[src/rtl/shuffled_minimal_standard_rng_defines.svh]
// Assertion macros shared by the generator RTL.
// Included by files that carry concurrent checks; no other dependencies.
`ifndef SHUFFLED_MINIMAL_STANDARD_RNG_DEFINES_SVH
`define SHUFFLED_MINIMAL_STANDARD_RNG_DEFINES_SVH

// Same-cycle implication, disabled while reset is low.
`define SRNG_ASSERT_NOW(label, clk, rst_n, ante, cons) \
    label: assert property (@(posedge clk) disable iff (!rst_n) (ante) |-> (cons)) \
        else $error("srng: same-cycle check failed");

// Next-cycle implication, disabled while reset is low.
`define SRNG_ASSERT_NEXT(label, clk, rst_n, ante, cons) \
    label: assert property (@(posedge clk) disable iff (!rst_n) (ante) |=> (cons)) \
        else $error("srng: next-cycle check failed");

`endif

[src/rtl/srng_pkg.sv]
// Constants and types for the shuffled minimal-standard generator.
// No dependencies; imported by srng_lehmer, the top level and the testbench.
package srng_pkg;

    localparam int TABLE_ENTRIES = 32;
    localparam int WARMUP_EXTRA  = 8;
    localparam int SEED_STEPS    = TABLE_ENTRIES + WARMUP_EXTRA;

    localparam int VAL_W  = 31;
    localparam int IDX_W  = $clog2(TABLE_ENTRIES);
    localparam int CNT_W  = $clog2(SEED_STEPS + 1);
    localparam int ADDR_W = 2;
    localparam int DATA_W = 32;

    localparam logic [14:0]      LEHMER_MUL  = 15'd16807;
    localparam logic [VAL_W-1:0] LEHMER_MOD  = 31'h7FFF_FFFF;
    localparam logic [VAL_W-1:0] CLAMP_LIMIT = 31'd2147483390;

    // Slot divisor 1 + (2^31 - 2) / TABLE_ENTRIES, a power of two for the table sizes used
    localparam longint SLOT_DIV   = 64'd1 + (64'd2147483646 / TABLE_ENTRIES);
    localparam int     SLOT_SHIFT = $clog2(SLOT_DIV);

    localparam logic [ADDR_W-1:0] ADDR_SEED = 2'd0;

    typedef enum logic [3:0] {
        ST_IDLE = 4'b0001,
        ST_SEED = 4'b0010,
        ST_READ = 4'b0100,
        ST_PICK = 4'b1000
    } t_state;

endpackage

[src/rtl/srng_ram.sv]
// Generic single-write, single-read synchronous RAM with registered read data.
// Depends on nothing; used for the shuffle table.
module srng_ram #(
    parameter int WIDTH = 31,
    parameter int DEPTH = 32
) (
    input  logic                     i_clk,
    input  logic                     i_we,
    input  logic [$clog2(DEPTH)-1:0] i_waddr,
    input  logic [WIDTH-1:0]         i_wdata,
    input  logic                     i_re,
    input  logic [$clog2(DEPTH)-1:0] i_raddr,
    output logic [WIDTH-1:0]         o_rdata
);

    logic [WIDTH-1:0] r_mem [DEPTH];
    logic [WIDTH-1:0] r_rdata;

    always_ff @(posedge i_clk) begin
        if (i_we) begin
            r_mem[i_waddr] <= i_wdata;
        end
        if (i_re) begin
            r_rdata <= r_mem[i_raddr];
        end
    end

    assign o_rdata = r_rdata;

endmodule

[src/rtl/srng_lehmer.sv]
// One Lehmer step x * 16807 mod (2^31 - 1), folded with the Mersenne identity.
// Depends on srng_pkg.
module srng_lehmer
    import srng_pkg::*;
(
    input  logic [VAL_W-1:0] i_x,
    output logic [VAL_W-1:0] o_x
);

    logic [VAL_W+14:0] w_prod;
    logic [VAL_W:0]    w_sum;
    logic [VAL_W:0]    w_red;

    always_comb begin
        w_prod = i_x * LEHMER_MUL;
        // 2^31 == 1 mod M: add the high part back onto the low part
        w_sum  = {1'b0, w_prod[VAL_W-1:0]} + {17'd0, w_prod[VAL_W+14:VAL_W]};
        w_red  = w_sum - {1'b0, LEHMER_MOD};
        o_x    = (w_sum >= {1'b0, LEHMER_MOD}) ? w_red[VAL_W-1:0] : w_sum[VAL_W-1:0];
    end

endmodule

[src/rtl/shuffled_minimal_standard_rng.sv]
// Shuffled minimal-standard uniform generator, top level.
// Depends on srng_pkg, srng_lehmer, srng_ram and the defines header.
//
// Usage:
//   Slave stream: each item carries range_low and range_high and requests one
//   sample. Master stream: one item per request with raw_value and
//   scaled_value = range_low + floor((range_high - range_low) * u / 2^31),
//   u being raw_value clamped at 2147483390.
//   APB port: register 0 (address 0) is the 31-bit seed; a write makes the
//   next request reseed. pready is always high.
// Flow: a request is taken only in the idle state; its table read (slot from the
//   previous pick) is followed by its write-back in the pick state, with tready
//   low until then. A request that reseeds first runs the seed state, one Lehmer
//   step per cycle while the last 32 states fill the table, then the read state.
//   Each sample then passes the clamp, multiply and output registers.
// Reset: seed 1, generator flagged for reseeding; the table is not cleared,
//   the first request fills it before any entry is read.
// Stall: a result waits in the output register; the multiply and pick stages
//   behind it keep going until full, then input tready stays low.
`include "shuffled_minimal_standard_rng_defines.svh"

module shuffled_minimal_standard_rng
    import srng_pkg::*;
(
    input  logic              i_clk,
    input  logic              i_rst_n,
    // range_low [31:0], range_high [63:32]
    input  logic              s_axis_tvalid,
    output logic              s_axis_tready,
    input  logic [63:0]       s_axis_tdata,
    // raw_value [30:0], scaled_value [62:31], zero [63]
    output logic              m_axis_tvalid,
    input  logic              m_axis_tready,
    output logic [63:0]       m_axis_tdata,
    input  logic              psel,
    input  logic              penable,
    input  logic              pwrite,
    input  logic [ADDR_W-1:0] paddr,
    input  logic [DATA_W-1:0] pwdata,
    output logic [DATA_W-1:0] prdata,
    output logic              pready
);

    t_state                  r_state;
    logic [CNT_W-1:0]        r_cnt;
    logic [VAL_W-1:0]        r_seed;
    logic                    r_need_seed;
    logic [VAL_W-1:0]        r_lehmer;
    logic [VAL_W-1:0]        r_last_pick;
    logic [IDX_W-1:0]        r_slot;
    logic signed [31:0]      r_low;
    logic signed [32:0]      r_span;

    logic                    r_v1;
    logic [VAL_W-1:0]        r_u1;
    logic [VAL_W-1:0]        r_raw1;
    logic signed [32:0]      r_span1;
    logic signed [31:0]      r_low1;

    logic                    r_v2;
    logic signed [63:0]      r_prod2;
    logic [VAL_W-1:0]        r_raw2;
    logic signed [31:0]      r_low2;

    logic                    r_out_valid;
    logic [VAL_W-1:0]        r_out_raw;
    logic [31:0]             r_out_scaled;

    logic                    w_accept;
    logic                    w_cfg_wr;
    logic                    w_seed_cond;
    logic [VAL_W-1:0]        w_lehmer_next;
    logic [VAL_W-1:0]        w_slot_full;
    logic [IDX_W-1:0]        w_slot;
    logic [CNT_W-1:0]        w_seed_idx;
    logic                    w_seed_last;
    logic                    w_free1;
    logic                    w_free2;
    logic                    w_free3;
    logic                    w_adv1;
    logic                    w_adv2;
    logic                    w_load1;
    logic signed [32:0]      w_span;
    logic signed [64:0]      w_prod;
    logic [VAL_W-1:0]        w_clamped;

    logic                    ram_we;
    logic [IDX_W-1:0]        ram_waddr;
    logic [VAL_W-1:0]        ram_wdata;
    logic                    ram_re;
    logic [VAL_W-1:0]        ram_rdata;

    srng_lehmer u_lehmer (
        .i_x (r_lehmer),
        .o_x (w_lehmer_next)
    );

    srng_ram #(
        .WIDTH (VAL_W),
        .DEPTH (TABLE_ENTRIES)
    ) u_table (
        .i_clk   (i_clk),
        .i_we    (ram_we),
        .i_waddr (ram_waddr),
        .i_wdata (ram_wdata),
        .i_re    (ram_re),
        .i_raddr (w_slot),
        .o_rdata (ram_rdata)
    );

    assign s_axis_tready = (r_state == ST_IDLE);
    assign w_accept      = s_axis_tvalid && s_axis_tready;
    assign w_cfg_wr      = psel && penable && pwrite && (paddr == ADDR_SEED);
    assign w_seed_cond   = r_need_seed || (r_last_pick == '0);

    assign pready = 1'b1;
    assign prdata = (paddr == ADDR_SEED) ? {1'b0, r_seed} : '0;

    // Slot select from the previous pick, clamped to the table
    always_comb begin
        w_slot_full = r_last_pick >> SLOT_SHIFT;
        if (w_slot_full >= VAL_W'(TABLE_ENTRIES)) begin
            w_slot = IDX_W'(TABLE_ENTRIES - 1);
        end else begin
            w_slot = w_slot_full[IDX_W-1:0];
        end
    end

    assign w_seed_idx  = CNT_W'(SEED_STEPS - 1) - r_cnt;
    assign w_seed_last = (r_cnt == CNT_W'(SEED_STEPS - 1));

    assign w_free3 = !r_out_valid || m_axis_tready;
    assign w_adv2  = r_v2 && w_free3;
    assign w_free2 = !r_v2 || w_free3;
    assign w_adv1  = r_v1 && w_free2;
    assign w_free1 = !r_v1 || w_free2;
    assign w_load1 = (r_state == ST_PICK) && w_free1;

    assign w_span    = {s_axis_tdata[63], s_axis_tdata[63:32]}
                     - {s_axis_tdata[31], s_axis_tdata[31:0]};
    assign w_clamped = (ram_rdata > CLAMP_LIMIT) ? CLAMP_LIMIT : ram_rdata;
    assign w_prod    = r_span1 * $signed({1'b0, r_u1});

    always_comb begin
        ram_we    = 1'b0;
        ram_waddr = r_slot;
        ram_wdata = w_lehmer_next;
        ram_re    = 1'b0;
        unique case (r_state)
            ST_IDLE: begin
                ram_re = w_accept && !w_seed_cond;
            end
            ST_SEED: begin
                // keep only the last TABLE_ENTRIES states, top slot first
                ram_we    = (w_seed_idx < CNT_W'(TABLE_ENTRIES));
                ram_waddr = w_seed_idx[IDX_W-1:0];
            end
            ST_READ: begin
                ram_re = 1'b1;
            end
            ST_PICK: begin
                ram_we = w_free1;
            end
            default: begin
                ram_we = 1'b0;
            end
        endcase
    end

    always_ff @(posedge i_clk) begin
        if (!i_rst_n) begin
            r_state     <= ST_IDLE;
            r_cnt       <= '0;
            r_seed      <= VAL_W'(1);
            r_need_seed <= 1'b1;
            r_lehmer    <= VAL_W'(1);
            r_last_pick <= '0;
        end else begin
            unique case (r_state)
                ST_IDLE: begin
                    if (w_accept) begin
                        if (w_seed_cond) begin
                            r_lehmer <= (r_seed == '0) ? VAL_W'(1) : r_seed;
                            r_cnt    <= '0;
                            r_state  <= ST_SEED;
                        end else begin
                            r_state  <= ST_PICK;
                        end
                    end
                end
                ST_SEED: begin
                    r_lehmer <= w_lehmer_next;
                    if (w_seed_last) begin
                        r_last_pick <= w_lehmer_next;
                        r_need_seed <= 1'b0;
                        r_state     <= ST_READ;
                    end else begin
                        r_cnt <= r_cnt + CNT_W'(1);
                    end
                end
                ST_READ: begin
                    r_state <= ST_PICK;
                end
                ST_PICK: begin
                    // hold the read data until the pick stage frees up
                    if (w_free1) begin
                        r_lehmer    <= w_lehmer_next;
                        r_last_pick <= ram_rdata;
                        r_state     <= ST_IDLE;
                    end
                end
                default: begin
                    r_state <= ST_IDLE;
                end
            endcase
            if (w_cfg_wr) begin
                r_seed      <= pwdata[VAL_W-1:0];
                r_need_seed <= 1'b1;
            end
        end
    end

    // Request payload and slot of the pending read
    always_ff @(posedge i_clk) begin
        if (w_accept) begin
            r_low  <= s_axis_tdata[31:0];
            r_span <= w_span;
        end
        if (ram_re) begin
            r_slot <= w_slot;
        end
    end

    // Clamp, multiply and offset stages
    always_ff @(posedge i_clk) begin
        if (!i_rst_n) begin
            r_v1        <= 1'b0;
            r_v2        <= 1'b0;
            r_out_valid <= 1'b0;
        end else begin
            r_v1        <= w_load1 || (r_v1 && !w_adv1);
            r_v2        <= w_adv1 || (r_v2 && !w_adv2);
            r_out_valid <= w_adv2 || (r_out_valid && !m_axis_tready);
        end
    end

    always_ff @(posedge i_clk) begin
        if (w_load1) begin
            r_u1    <= w_clamped;
            r_raw1  <= ram_rdata;
            r_span1 <= r_span;
            r_low1  <= r_low;
        end
        if (w_adv1) begin
            r_prod2 <= w_prod[63:0];
            r_raw2  <= r_raw1;
            r_low2  <= r_low1;
        end
        if (w_adv2) begin
            r_out_raw    <= r_raw2;
            // arithmetic shift of the product floors toward minus infinity
            r_out_scaled <= r_low2 + r_prod2[62:31];
        end
    end

    assign m_axis_tvalid = r_out_valid;
    assign m_axis_tdata  = {1'b0, r_out_scaled, r_out_raw};

    `SRNG_ASSERT_NOW(a_no_rw_overlap, i_clk, i_rst_n, ram_we, !ram_re)
    `SRNG_ASSERT_NEXT(a_seed_done, i_clk, i_rst_n,
        (r_state == ST_SEED) && w_seed_last && !w_cfg_wr,
        !r_need_seed && (r_state == ST_READ))
    `SRNG_ASSERT_NEXT(a_pick_loads, i_clk, i_rst_n, w_load1, r_v1 && (r_state == ST_IDLE))
    `SRNG_ASSERT_NOW(a_pick_has_read, i_clk, i_rst_n,
        (r_state == ST_PICK), !ram_re && !s_axis_tready)

endmodule

[config.mk]
export PLATFORM = sky130hd
export DESIGN_NAME = shuffled_minimal_standard_rng
export DESIGN_NICKNAME = d
export VERILOG_FILES = /design/src/rtl/srng_pkg.sv /design/src/rtl/srng_ram.sv /design/src/rtl/srng_lehmer.sv /design/src/rtl/shuffled_minimal_standard_rng.sv
export VERILOG_INCLUDE_DIRS = /design/src /design/src/rtl
export SDC_FILE = /design/constraint.sdc
export NUM_CORES = 2
export LEC_CHECK = 0
export ABC_AREA = 1
export BUFFER_PORTS_ARGS = -buffer_cell sky130_fd_sc_hd__buf_2
export CORE_ASPECT_RATIO = 0.75
export CORE_UTILIZATION = 39
export DETAILED_ROUTE_END_ITERATION = 10
export SLEW_MARGIN = 10
export SYNTH_ARGS = -nofsm -noshare
export SYNTH_HDL_FRONTEND = slang
export SYNTH_SLANG_ARGS = --single-unit
[constraint.sdc]
create_clock -name i_clk -period 9.7 [get_ports i_clk]
set_clock_uncertainty 0.05 [all_clocks]
set_input_delay 1.94 -clock i_clk [delete_from_list [all_inputs] [get_ports i_clk]]
set_output_delay 1.94 -clock i_clk [all_outputs]
set_load 0.02 [all_outputs]
==> flow_summary.yaml <==
synthesis:
  yosys.area.top_type: "edfxtp_1"
  synth_top_family_by_area: "adder cells"
  synth_xor_area_share_pct: 1.34
  ys_seq_area_share_pct: 41.3
  synthSimpleGateAreaFrac_pct: 11.7
  synth-seq-cells: 1485
  synth_compound_area_share_pct: 7.93
  synth_fa_ha_area_share_pct: 28.0
  synth_warnings: 0
  synth.mux.area_fraction_pct: 0
  netlist_top_cells_area: "edfxtp_1 (39%), fa_1 (23%), inv_1 (7.8%)"
  synth_cell_types: 57
  avgSynthCellArea_um2: 9.94
  synthFlopType: "edfxtp_1"
  syn_area_um2: 105000
  synth_top_area_share_pct: 39.2
  synth_commonest_cells: "inv_1 (2200), nand2_1 (1770), edfxtp_1 (1378)"
  synthArstFlopShare_pct: 0
  synth.most_common_cell: "inv_1"
  synth-edff-count: 1378
  syn_inst: 10600
clocking:
  clock_latency_ns: 0.85
  htreeDepth: 4
  cts_buffers: 163
  ctsHoldBuffers: 0
  clock-root-buffer: "clkbuf_16"
  cts_tree: "built"
  post_cts_buffers: 0
  cts_sinks: 1485
  clkTransAtPathRegs_ns: 0.06
  clock_path_buffers: 4
die:
  ios: 204
  coreArea_um2: 268000
  die_area_um2: 273000
  die_x_um: 602
  die_h_um: 452
  rows: 164
  start_util_pct: 39.4
job:
  drv_cap: 0
timing:
  fin_setup_tns_ns: 0
  relSlewSlack_pct: 8.97
  fmax_mhz: 108
  worst_slack_ns: 0.445
  setup_viol: 0
  finalCritPeriodShare_pct: 95.4
  worstMarginPinSlew_ns: 1.37
  fin_crit_ns: 9.26
  finalHoldViolCount: 0
  finalMaxSlewViolations: 0
grt:
  grt_max_degree: 190
  track_usage_pct: 23.2
  antenna_found_initial: 7
  met3_usage_pct: 4.29
  grt_most_used_layer: "met1"
  grt_pass1_wl_mm: 477
  met1_usage_pct: 36.1
  first_global_vias: 75800
  grt.overflow.total: 0
  grt_use_met2_pct: 33.5
power:
  p_int_w: 0.0255
  p_sw_w: 0.0193
  ir_drop_v: 0.000621
  p_total_w: 0.0448
  switching_share_pct: 43.0
  power.share.clock_pct: 13.3
  seqPwrFrac_pct: 30.9
  p_leak_nw: 52.7
  cellPowerDensity_nw_per_um2: 380
  power_frac_comb_pct: 55.8
drt:
  dr.pass1.iters: 6
  dr_total_vias: 75700
  drt_iter0_drc: 8091
  drc_errors: 0
  viasPerCell: 5.20
  wl_mm: 316
  routedWlPerCell_um: 21.7
  drtAntennaViolNets: 0
setup_path:
  critPathKind: "register to register"
  cp-end-kind: "register"
  crit_slowest_cell: "fa_1"
  ff2ff_path_depth: 47
  worstPathArrival_ns: 9.74
  worst_setup_path_start_kind: "register"
  crit_path_start: "r_lehmer[9]"
  crit_path_max_incr_delay_ns: 0.53
  r2r-start: "r_lehmer[9]"
  cp.required_ns: 10.19
  cp_max_fo: 32
finish:
  post-route-util_pct: 44.1
  nFillCells: 25300
  fin_nets: 12600
  layoutNonFillerInstCount: 14600
  final_layout_size_suffix_gt1_share_pct: 8.94
  layout-area-overhead-vs-synth_pct: 11.9
worst_hold_path:
  hold_class: "register to register"
  whs_path_depth: 0
  hp-start: "r_low1[30]"
placed_design:
  gp_congestion: 0.968
  hpwl_mm: 231
  place_ws_ns: 0.0205
  io_buffer_count: 199
  dp.cells: 14300
outcome:
  run_status: "finished clean"
metrics by stage:
step | hold slack, ns | cell area (um^2)
after floorplan | 0.350 | 105000
after global placement | 0.351 | 113000
after detailed placement | 0.355 | 113000
after CTS | 0.333 | 118000
after global routing | 0.353 | 118000
final | 0.341 | 118000
path summary, 6_finish.rpt:
check / slack, ns / endpoint
setup reg to reg: 0.44 / u_table.r_mem[21][4]
hold / removal: 0.34 / r_low2[30]
hold reg to reg: 0.34 / r_low2[30]
setup / recovery: 0.44 / u_table.r_mem[21][4]
what timing repair did:
item | 4_1_cts | 5_1_grt
endpoints found under the hold margin | 0 | 0
gates resized for setup | 1 | 27
endpoints found under the setup margin | 1 | 1054
registers in the layout, summed over array words and instances (netlist names), 4 cells and up:
signal           count
r_raw1              31
r_span1             33
r_low               32
r_last_pick         31
r_low1              32
r_span              33
r_low2              32
r_prod2             32
u_table.r_mem      992
r_u1                31
u_table.o_rdata     31
r_lehmer            31
r_state              4
r_raw2              31
r_out_scaled        32
r_slot               5
r_cnt                6
r_seed              31
r_out_raw           31
area by class of cell:
| class | instances | area [um^2] | area share [%] |
|---|---|---|---|
| antenna | 10 | 25.0 | 0.0212 |
| clock inverter | 72 | 636 | 0.539 |
| sequential | 1485 | 43500 | 36.9 |
| tap | 3569 | 4470 | 3.79 |
| clock buffer | 211 | 4380 | 3.72 |
| inverter | 2207 | 8310 | 7.04 |
| timing repair buffer | 597 | 4530 | 3.84 |
| multi-input combinational | 6410 | 52100 | 44.1 |
per-layer routing:
| metal | share of wire, % | up-vias |
|---|---|---|
| li1 | - | 34100 |
| met3 | 9.6 | 390 |
| met2 | 41 | 2999 |
| met4 | 2.3 | 0 |
| met1 | 47 | 38200 |
| met5 | 0 | - |
placed cells by master, fill, tap and decap left out, drive strengths merged, types with 9 or more instances in the layout:
master | netlist | routed
a31oi | 37 | 37
nand3 | 131 | 131
nor3 | 29 | 29
o21a | 13 | 13
fa | 1195 | 1195
buf | 35 | 597
bufinv | 0 | 9
dfxtp | 107 | 107
o22ai | 249 | 249
o32ai | 62 | 62
diode | 0 | 10
nor2 | 1013 | 1013
ha | 451 | 451
o21ai | 723 | 723
edfxtp | 1378 | 1378
a21oi | 362 | 362
xnor2 | 55 | 55
xor2 | 105 | 105
clkbuf | 475 | 211
nand2 | 1810 | 1810
o21bai | 11 | 11
inv | 2203 | 2210
clkinv | 4 | 52
nand4 | 80 | 80
nor4 | 19 | 19
kinds of logic after synthesis:
kind of cell | count (synthesis)
and+or+nand+nor | 3100
buffers and inverters | 2717
adders and majority gates | 1646
AOI/OAI and AO/OA | 1501
DFF | 1485
xor gates and xnor gates | 160
other | 2
critical path, delay by kind of cell (launching register included):
kind	cells	cell delay (ns)
AND/OR/NAND/NOR	17	2.21
XOR/XNOR	1	0.25
flip-flops	1	0.44
adder cells (fa/ha/maj)	8	3.25
AO/OA/AOI/OAI	10	1.54
buffers and inverters	11	1.18
power groups by stage:
stage                     sequential, W  clock [W]  combinational, W
final                            0.0138    0.00595            0.0250
after global routing             0.0138    0.00628            0.0274
after CTS                        0.0138    0.00604            0.0248
after detailed placement         0.0139          0            0.0246
after global placement           0.0139          0            0.0243
after floorplan                  0.0141          0            0.0121
Note: power is estimated with default switching activity, not from simulation.
